`src/sv/fcu_pkg.sv`:
```
// Package: opcodes, payload types and conversion functions for the format converter.
package fcu_pkg;

  typedef enum logic [1:0] {
    OP_UNPACK = 2'd0,
    OP_PACK   = 2'd1,
    OP_I2F    = 2'd2,
    OP_F2I    = 2'd3
  } fcu_op_t;

  localparam logic [7:0] F2I_EXP_MAX = 8'h9D;
  localparam logic [7:0] EXP_BIAS    = 8'd127;

  typedef struct packed {
    logic [1:0]  opcode;
    logic [63:0] source_low;
    logic [63:0] source_high;
    logic        fpu_usable;
  } fcu_in_t;

  typedef struct packed {
    logic [63:0] result_low;
    logic [63:0] result_high;
    logic        write_enable;
    logic        fpu_unusable_fault;
  } fcu_out_t;

  function automatic logic [31:0] unpack_half(input logic [15:0] p);
    unpack_half = {p[15], 7'd0, p[14:10], 3'd0, p[9:5], 3'd0, p[4:0], 3'd0};
  endfunction

  function automatic logic [15:0] pack_word(input logic [31:0] w);
    pack_word = {w[31], w[23:19], w[15:11], w[7:3]};
  endfunction

endpackage

```
`src/sv/format_convert_unit_core.sv`:
```
// Top level: registered single-pass format converter.
//   channel | ports                      | handshake
//   input   | in_payload                 | start & !busy
//   result  | out_payload                | out_valid, one cycle
// One item per cycle; the result passes through the input register
// and then the result register. busy is held low: the result side
// cannot stall. Reset clears the valid flags only.
module format_convert_unit_core import fcu_pkg::*; (
  input  logic     clk,
  input  logic     rst_n,
  input  logic     start,
  output logic     busy,
  input  fcu_in_t  in_payload,
  output logic     out_valid,
  output fcu_out_t out_payload
);
  fcu_in_t     in_r;
  logic        in_vld_r, out_vld_r;
  fcu_out_t    out_r, out_nxt;
  logic [31:0] i2f_res, f2i_res;

  assign busy = 1'b0;

  fcu_i2f u_i2f (.value(in_r.source_low[31:0]), .result(i2f_res));
  fcu_f2i u_f2i (.value(in_r.source_low[31:0]), .result(f2i_res));

  always_comb begin
    out_nxt = '0;
    out_nxt.write_enable = 1'b1;
    case (fcu_op_t'(in_r.opcode))
      OP_UNPACK: begin
        out_nxt.result_low  = {unpack_half(in_r.source_low[47:32]),
                               unpack_half(in_r.source_low[15:0])};
        out_nxt.result_high = {unpack_half(in_r.source_high[47:32]),
                               unpack_half(in_r.source_high[15:0])};
      end
      OP_PACK: begin
        out_nxt.result_low  = {16'd0, pack_word(in_r.source_low[63:32]),
                               16'd0, pack_word(in_r.source_low[31:0])};
        out_nxt.result_high = {16'd0, pack_word(in_r.source_high[63:32]),
                               16'd0, pack_word(in_r.source_high[31:0])};
      end
      default: begin
        if (!in_r.fpu_usable) begin
          out_nxt.write_enable       = 1'b0;
          out_nxt.fpu_unusable_fault = 1'b1;
        end else if (fcu_op_t'(in_r.opcode) == OP_I2F) begin
          out_nxt.result_low = {32'd0, i2f_res};
        end else begin
          out_nxt.result_low = {32'd0, f2i_res};
        end
      end
    endcase
  end

  always_ff @(posedge clk) begin
    if (!rst_n) begin
      in_vld_r  <= 1'b0;
      out_vld_r <= 1'b0;
    end else begin
      in_vld_r  <= start && !busy;
      out_vld_r <= in_vld_r;
    end
  end

  always_ff @(posedge clk) begin
    if (start && !busy) in_r <= in_payload;
    if (in_vld_r) out_r <= out_nxt;
  end

  assign out_valid   = out_vld_r;
  assign out_payload = out_r;

  a_lat: assert property (@(posedge clk) disable iff (!rst_n)
    (start && !busy) |=> ##1 out_valid) else $error("result missing");
  a_excl: assert property (@(posedge clk) disable iff (!rst_n)
    out_valid |-> !(out_payload.write_enable && out_payload.fpu_unusable_fault))
    else $error("write and fault together");
  a_fault_zero: assert property (@(posedge clk) disable iff (!rst_n)
    (out_valid && out_payload.fpu_unusable_fault) |->
      (out_payload.result_low == 64'd0 && out_payload.result_high == 64'd0))
    else $error("faulted result not zero");
endmodule

```
`src/sv/fcu_i2f.sv`:
```
// Signed 32-bit integer to single-precision float, round to nearest even.
module fcu_i2f import fcu_pkg::*; (
  input  logic [31:0] value,
  output logic [31:0] result
);
  logic        sign;
  logic [31:0] mag;
  logic [4:0]  msb;
  logic [31:0] norm;
  logic        guard, sticky, round_up;
  logic [24:0] mant;
  logic [7:0]  expo;

  always_comb begin
    sign = value[31];
    mag  = sign ? (32'd0 - value) : value;
    msb  = 5'd0;
    for (int i = 0; i < 32; i++) begin
      if (mag[i]) msb = 5'(i);
    end
    // normalize leading one to bit 31
    norm     = mag << (5'd31 - msb);
    guard    = norm[7];
    sticky   = |norm[6:0];
    round_up = guard && (sticky || norm[8]);
    mant     = {1'b0, norm[31:8]} + {24'd0, round_up};
    expo     = EXP_BIAS + {3'd0, msb} + {7'd0, mant[24]};
    if (mag == 32'd0) begin
      result = 32'd0;
    end else begin
      result = {sign, expo, mant[24] ? mant[23:1] : mant[22:0]};
    end
  end
endmodule

```
`src/sv/fcu_f2i.sv`:
```
// Single-precision float to signed 32-bit integer, truncating, with clamping.
module fcu_f2i import fcu_pkg::*; (
  input  logic [31:0] value,
  output logic [31:0] result
);
  logic [7:0]  e;
  logic [31:0] mant;
  logic [31:0] mag;

  always_comb begin
    e    = value[30:23];
    mant = {8'd0, 1'b1, value[22:0]};
    if (e >= 8'd150) mag = mant << 5'(e - 8'd150);
    else             mag = mant >> 5'(8'd150 - e);
    if (e > F2I_EXP_MAX)    result = value[31] ? 32'h8000_0000 : 32'h7FFF_FFFF;
    else if (e < EXP_BIAS)  result = 32'd0;
    else                    result = value[31] ? (32'd0 - mag) : mag;
  end
endmodule
```
`config.mk`:
```
export PLATFORM = sky130hd
export DESIGN_NAME = format_convert_unit_core
export DESIGN_NICKNAME = d
export VERILOG_FILES = /design/src/sv/fcu_pkg.sv /design/src/sv/format_convert_unit_core.sv /design/src/sv/fcu_i2f.sv /design/src/sv/fcu_f2i.sv
export SDC_FILE = /design/constraint.sdc
export NUM_CORES = 1
export LEC_CHECK = 0
export BUFFER_PORTS_ARGS = -buffer_cell sky130_fd_sc_hd__buf_2
export CORE_ASPECT_RATIO = 0.8
export CORE_UTILIZATION = 53
export DETAILED_ROUTE_END_ITERATION = 16
export MAX_ROUTING_LAYER = met4
export PLACE_DENSITY = 0.83
export SLEW_MARGIN = 0
export SYNTH_ARGS = -nofsm -noshare
export SYNTH_HDL_FRONTEND = slang
export SYNTH_SLANG_ARGS = --single-unit
```
`constraint.sdc`:
```
create_clock -name clk -period 6.6 [get_ports clk]
set_input_delay 1.98 -clock clk [delete_from_list [all_inputs] [get_ports clk]]
set_output_delay 1.98 -clock clk [all_outputs]
set_load 0.03 [all_outputs]
```
=== Word level (Yosys, flattened, before mapping) ===
Cells that the tools add are included.

* Flip-flop bits (word level): 263
* Bits of input ports: 134

* Add/sub/neg operators: 8
* Order comparisons: 3
* Eq/ne operators: 2
* Shift operators: 3
* Multiplexer cells: 44
* Reduce and logical (&&, ||, !) cells: 6

{| class="wikitable"
|+ Operators with widths
! kind !! number
|-
| two-way mux 32 bit || 9
|-
| one-hot mux 64 bit (2 select lines) || 2
|-
| two-way mux 5 bit || 16
|-
| subtractor 1 x 32 -> 32 bit, first input constant || 2
|-
| zero test 32 bit || 1
|-
| two-way mux 4 bit || 8
|-
| << shifter 24 x 5 -> 32 bit || 1
|-
| << shifter 32 x 5 -> 32 bit || 1
|-
| >> shifter 24 x 5 -> 32 bit || 1
|-
| adder 24 x 1 -> 25 bit || 1
|-
| two-way mux 23 bit || 1
|-
| two-way mux 3 bit || 4
|-
| subtractor 5 bit, first input constant || 2
|-
| adder 7 x 5 -> 8 bit, first input constant || 1
|-
| adder 8 x 1 -> 8 bit || 1
|-
| greater-or-equal comparator 8 bit, second input constant || 1
|-
| greater-than comparator 8 bit, second input constant || 1
|-
| less-than comparator 8 x 7 -> 1 bit, second input constant || 1
|-
| OR reduction 7 bit || 1
|-
| two-way mux 2 bit || 3
|-
| subtractor 5 bit, second input constant || 1
|-
| == test 2 x 1 -> 1 bit, second input constant || 1
|-
| == test 2 bit, second input constant || 1
|-
| zero test 2 bit || 1
|-
| 4 further kinds || 4
|}

=== Depth between registers and ports, before layout ===
Gate-level depths: netlist of the first run.

* Word-level depth: 44
* Mapped depth: 31

=== Cells and area by module ===
A second synthesis of the first run with hierarchy kept.

* Cell total of the unflattened synthesis: 1,975
* Area, all modules: 18,381.4 um^2

{| class="wikitable"
|+ Modules (own cells, without submodules)
! module !! instances !! cells each !! area each (um^2) !! sequential area each (um^2)
|-
| format_convert_unit_core || 1 || 457 || 7,917.6 || 6,075.8
|-
| fcu_i2f || 1 || 885 || 5,830.6 || 0.0
|-
| fcu_f2i || 1 || 633 || 4,633.2 || 0.0
|}

=== Worst setup path before layout of the first run ===
OpenSTA, ideal clock, no wires.

* Path type: flip-flop to flip-flop
* Start: reg in_r[88] (netlist name)
* End: reg out_r (netlist bit out_payload[93]), data pin
* Arrival time: 6.078 ns
* Slack: 0.252 ns
* Cell stages (with the launch flop): 31
* Path buffers: 5
* Path through: edfxtp_1 -> buf_2 -> inv_2 -> buf_1 -> ha_1 -> nor3b_1 -> nand4_1 -> o41a_1 -> or4_1 -> o2111a_1 -> a211oi_4 -> inv_4 -> buf_6 -> buf_6 -> buf_2 -> a32oi_1 -> o211ai_1 -> a21oi_1 -> nor2_1 -> nor2_1 -> ha_1 -> inv_1 -> nor3_1 -> nand4_1 -> or3_1 -> ha_1 -> ha_1 -> nand3_1 -> mux2_2 -> a21oi_1 -> nor3_1

{| class="wikitable"
|+ RTL lines
! element !! RTL line !! RTL
|-
| from (decl) || format_convert_unit_core.sv:17 || <nowiki>fcu_in_t in_r;</nowiki>
|-
| from (signal assigned) || format_convert_unit_core.sv:67 || <nowiki>if (start && !busy) in_r <= in_payload;</nowiki>
|-
| to (signal assigned) || format_convert_unit_core.sv:68 || <nowiki>if (in_vld_r) out_r <= out_nxt;</nowiki>
|-
| to (decl) || format_convert_unit_core.sv:19 || <nowiki>fcu_out_t out_r, out_nxt;</nowiki>
|}

==> flow_metrics.tcl, run 1 <==
set metrics [dict create \
    drt_iter0_drc 2834 \
    clk_pin_slew_ns 0.07 \
    io_pins 266 \
    cts_max_level 1 \
    port_buffers 204 \
    cpPeakStageDelay_ns 0.56 \
    antenna_left 0 \
    crit_slowest_cell "or4_1" \
    cts-root-buf "clkbuf_16" \
    r2r_end "out_payload[93]$_DFFE_PP_" \
    p_leak_nw 8.18 \
    vdd_ir_drop_max_uv 276 \
    wl_mm 69.0 \
    mostFrequentLayoutCell "buf_4" \
    crit_arrival_ns 6.76 \
    cpMostUsedCell "ha_1" \
    worst_slew_pin_slew_ns 1.18 \
    antenna_found_initial 0 \
    finalSetupTns_ns 0 \
    slew_violations 0 \
    r2r-start "in_r[66]$_DFFE_PP_" \
    synth_seq_cells 203 \
    first_global_vias 16400 \
    crit_path_start_kind "register" \
    ys_warn_count 0 \
    layout_common_cells "buf_4, buf_2, edfxtp_1" \
    die_w_um 201 \
    post-route-drc-count 0 \
    clock_latency_ns 0.55 \
    cap_violations 0 \
    setup_viol_count_final 0 \
    status "finished, final reports clean" \
    seq_area_um2 6080 \
    required_ns 6.85 \
    reg2reg_setup_slack_ns 0.1 \
    fill_cells 2466 \
    rsz0062_at_grt "true" \
    seq_area_frac_synth_pct 36.1 \
    r2r_cells 25 \
    synth_edf_count 201 \
    dp_hpwl_mm 52.5 \
    syn_area_per_cell_um2 9.35 \
    multi_input_area_um2 10100 \
    row_count 57 \
    gr-usage-met2_pct 64.0 \
    use_met3_pct 10.1 \
    drive_gt1_share_pct 31.1 \
    synth_top_flop_cell "edfxtp_1" \
    skew_ns 0.0169 \
    stdcell_count 2626 \
    dp_slack_ns 0.0417 \
    min_from "in_r[116]$_DFFE_PP_" \
    fmax_ghz 0.154 \
    num_vias 17600 \
    hold_end "out_payload[108]$_DFFE_PP_" \
    final_hold_viol_count 0 \
    die_h_um 161 \
    grt_max_degree 85 \
    grtUsageMet1_pct 56.4 \
    async_flop_share_pct 0 \
    end_kind "register" \
    netlist_instances 1798 \
    holdPathStages 1 \
    cts_tree "built" \
    dieArea_um2 32500 \
    cts_made_buffers 23 \
    area_growth_syn_to_layout_pct 24.6 \
    finalCritPeriodShare_pct 98.6 \
    power_density_nw_per_um2 270 \
    track_usage_pct 42.7 \
    viasPerCell 6.71 \
    slew_headroom_pct 21.0 \
    firstDrtPassIters 6 \
    crit_type "register to register" \
    wl_per_cell_um 26.3 \
    grt_pass1_wl_mm 101 \
    min_path_type "register to register" \
    path_max_fanout 7 \
    yosysUniqueCellTypes 105 \
    layout_setup_ws_ns 0.0956 \
    core-area_um2 30800 \
    cts_sinks 203 \
    grt_overflow_total 0 \
    period_minus_slack_ns 6.50 \
    gp_congestion 1.06 \
    placedCellCount 2576 \
    nets 2342 \
    cts_max_path_buffers 3 \
    start_util_pct 54.6 \
    grt.busiest_layer "met2" \
    syn_area_um2 16800 \
]
power by group:
part	switching [mW]	internal (mW)	total [mW]	leakage, nW
sequential	0.0551	1.54	1.60	1.87
combinational	1.67	1.05	2.73	5.93
clock	0.564	0.769	1.33	0.379
total	2.29	3.36	5.66	8.18
what timing repair did:
action | CTS | global route
hold buffers | 0 | 0
endpoints found under the setup margin | 0 | 26
endpoints found under the hold margin | 0 | 0
gates resized for setup | 0 | 36
setup buffers | 0 | 7
layout make-up:
cell class,count,share of cell area (%)
sequential,203,29.0
clock buffer,25,2.78
tap,413,2.47
inverter,36,0.657
clock inverter,17,0.902
timing repair buffer,516,16.1
antenna,1,0.0119
multi-input combinational,1415,48.0
worst max-delay path by stage:
stage,start,to,cells past startpoint
floorplan,in_r[88]$_DFFE_PP_,out_payload[93]$_DFFE_PP_,30
global placement,in_r[66]$_DFFE_PP_,out_payload[93]$_DFFE_PP_,26
detailed placement,in_r[66]$_DFFE_PP_,out_payload[93]$_DFFE_PP_,26
CTS,in_r[66]$_DFFE_PP_,out_payload[93]$_DFFE_PP_,26
global route,in_r[72]$_DFFE_PP_,out_payload[93]$_DFFE_PP_,27
finish,in_r[66]$_DFFE_PP_,out_payload[93]$_DFFE_PP_,25
sequential cells by signal, indices dropped and copies added, names as in the netlist:
register and cells:
in_r 101, in_vld_r 1, out_valid 1, out_payload 100
metal layers:
metal  up-vias  routed length (µm)
met2      1351               30400
met1      8382               26600
met5         -                   0
li1       7637                   -
met3       243                8960
met4         0                3090
cells in the mapped netlist (31+ instances only):
library cell,number,share of area [%]
a21oi_1,106,3.2
and2_1,51,1.9
buf_4,32,1.4
clkbuf_1,94,2.1
edfxtp_1,201,36
inv_1,31,0.69
mux2i_1,96,5.7
mux4_2,37,5.0
nand2_1,153,3.4
nand3_1,51,1.5
nor2_1,149,3.3
nor3_1,61,1.8
o21ai_0,97,2.9
xnor2_1,65,3.4
kinds of logic after synthesis:
group | count (synthesis) | synth area share (%)
simple gates | 609 | 18.6
other cells | 1 | 0.0223
compound gates | 519 | 21.8
fa+ha+maj | 13 | 0.967
flops | 203 | 36.1
buf+inv | 210 | 5.79
xor+xnor | 96 | 5.04
mux | 147 | 11.6
critical path: cells and delay by family, from the launching register on:
family	cells	cell delay (ns)
flops	1	0.45
compound gates	8	2.00
buf+inv	4	0.52
fa+ha+maj	3	0.61
mux	1	0.33
simple gates	9	2.30
stage by stage:
step | hold slack, ns | total power [mW] | utilization, % | instance area, µm²
after floorplan | 0.497 | 3.15 | - | 16900
after global placement | 0.503 | 4.15 | 64.8 | 20000
after detailed placement | 0.529 | 4.19 | 64.8 | 20000
after CTS | 0.544 | 5.53 | 67.3 | 20700
after global routing | 0.553 | 5.83 | 68.0 | 21000
final | 0.539 | 5.66 | 68.0 | 21000
(Power assumes the default switching activity.)
==> run 2: changes to the inputs <==
--- a/config.mk
+++ b/config.mk
@@ -10,8 +10,8 @@
 export CORE_UTILIZATION = 53
 export DETAILED_ROUTE_END_ITERATION = 16
 export MAX_ROUTING_LAYER = met4
-export PLACE_DENSITY = 0.83
-export SLEW_MARGIN = 0
+export PLACE_DENSITY_LB_ADDON = 0.08
+export SLEW_MARGIN = 20
 export SYNTH_ARGS = -nofsm -noshare
 export SYNTH_HDL_FRONTEND = slang
 export SYNTH_SLANG_ARGS = --single-unit
==> run 2 against run 1 <==
  * Critical path depth shrank 1
  * Global-route usage shrank 1.2 points
  * Die area is the same
  * Maximum frequency shrank 1.4%
  * Combinational power shrank 5%
  * Hold slack lost 0.0056 ns
  * Power shrank 5.1%
  * Setup slack lost 0.096 ns
  * Via count shrank 2.0%
  * Clock skew grew 0.016 ns
  * Cell count shrank 3.0%
  * Utilization shrank 2.1 points
  * Critical path type unchanged
  * Largest cell class unchanged
==> flow_metrics.tcl, run 2 (same netlist as run 1, synthesis figures left out) <==
set metrics [dict create \
    status "finished, final reports clean" \
    path_max_fanout 11 \
    dp_hpwl_mm 51.0 \
    viasPerCell 6.78 \
    crit_type "register to register" \
    period_minus_slack_ns 6.60 \
    slew_violations 0 \
    min_path_type "register to register" \
    mostFrequentLayoutCell "buf_4" \
    gp_congestion 1.04 \
    largest_reg_flops 101 \
    drive_gt1_share_pct 28.6 \
    vdd_ir_drop_max_uv 285 \
    io_pins 266 \
    stdcell_count 2547 \
    wl_per_cell_um 26.3 \
    core-area_um2 30800 \
    skew_ns 0.0329 \
    layout_common_cells "buf_4, buf_2, edfxtp_1" \
    track_usage_pct 41.5 \
    drt_iter0_drc 2494 \
    regMostFlops "in_r" \
    placedCellCount 2507 \
    utilization_pct 66.0 \
    grt_overflow_total 0 \
    firstDrtPassIters 6 \
    cts-root-buf "clkbuf_16" \
    end_kind "register" \
    clk_pin_slew_ns 0.07 \
    nets 2269 \
    p_leak_nw 7.78 \
    fill_cells 2466 \
    cap_violations 0 \
    grt_pass1_wl_mm 98.7 \
    slew_headroom_pct 26.9 \
    layout_setup_ws_ns 0.0000799 \
    cts_tree "built" \
    port_buffers 204 \
    dieArea_um2 32500 \
    power_density_nw_per_um2 264 \
    wl_mm 67.1 \
    crit_path_start_kind "register" \
    cts_sinks 203 \
    worst_slew_pin_slew_ns 1.10 \
    antenna_found_initial 1 \
    clock_latency_ns 0.54 \
    die_w_um 201 \
    first_global_vias 16100 \
    required_ns 6.83 \
    setup_viol_count_final 0 \
    fmax_ghz 0.152 \
    crit_arrival_ns 6.83 \
    start_util_pct 54.6 \
    antenna_left 0 \
    num_vias 17300 \
    die_h_um 161 \
    row_count 57 \
    post-route-drc-count 0 \
    timing.hold.ws_ns 0.534 \
    rsz0062_at_grt "true" \
    area_growth_syn_to_layout_pct 20.8 \
    grt_max_degree 83 \
    finalCritPeriodShare_pct 100 \
    cts_max_path_buffers 3 \
    final_hold_viol_count 0 \
    cts_max_level 1 \
    dp_slack_ns 0.0421 \
    cts_made_buffers 21 \
]
run 2: routing by layer:
layer  track usage, %  share of wire (%)
met5                -                  0
met3             9.38                 13
met1             56.3                 40
met4             12.8                3.4
met2             61.9                 44
run 2: area by class of cell:
| type | count | area [µm²] | area share, % |
|---|---|---|---|
| flip-flops and latches | 203 | 6080 | 29.9 |
| multi-input cells | 1415 | 10000 | 49.4 |
| clock inverters | 10 | 115 | 0.566 |
| clock buffers | 24 | 537 | 2.64 |
| inverters | 36 | 143 | 0.702 |
| well taps | 413 | 517 | 2.54 |
| diodes | 1 | 2.50 | 0.0123 |
| repair buffers | 445 | 2890 | 14.2 |
run 2: metrics by stage:
stage / area, µm² / setup TNS [ns] / power (mW)
after detailed placement: 19500 / 0 / 4.07
after global routing: 20300 / -0.0814 / 5.53
after CTS: 20200 / 0 / 5.25
final: 20300 / 0 / 5.37
after global placement: 19500 / 0 / 4.04
after floorplan: 16900 / 0 / 3.15
run 2: worst paths after layout:
| kind | cells after the start | slack (ns) | to | from |
|---|---|---|---|---|
| worst max-delay path | 24 | 0.00008 | out_payload[93]$_DFFE_PP_ | in_r[73]$_DFFE_PP_ |
| worst min-delay path | 1 | 0.53 | out_payload[117]$_DFFE_PP_ | in_r[107]$_DFFE_PP_ |
| worst max register to register | 24 | 0.00008 | out_payload[93]$_DFFE_PP_ | in_r[73]$_DFFE_PP_ |
| worst min register to register | 1 | 0.53 | out_payload[117]$_DFFE_PP_ | in_r[107]$_DFFE_PP_ |
run 2: timing repair:
item	in CTS	in global routing
pin swaps	0	10
setup buffers	0	5
hold buffers	0	0
setup endpoints to repair	1	29
gates resized for setup	2	28
run 2: where the power goes:
| part | leakage [nW] | internal (mW) | switching (mW) |
|---|---|---|---|
| sequential | 1.87 | 1.54 | 0.0553 |
| combinational | 5.59 | 0.969 | 1.63 |
| clock | 0.320 | 0.663 | 0.512 |
| total | 7.78 | 3.17 | 2.19 |
run 2: critical path, cell delays in order (launching register included):
cell	delay [ns]
edfxtp_1	0.44
nor4_1	0.30
buf_4	0.19
nand4_1	0.10
buf_4	0.20
o41a_1	0.45
or4_1	0.56
o2111a_1	0.24
a211o_1	0.29
o211ai_1	0.21
buf_4	0.17
a21boi_0	0.44
a2bb2o_1	0.28
o2bb2ai_1	0.14
a2111oi_0	0.11
buf_4	0.19
a22oi_1	0.40
nand4b_4	0.16
or3_4	0.37
ha_1	0.21
ha_1	0.20
nand3_1	0.09
mux2_2	0.33
a21oi_1	0.15
nor3_1	0.07
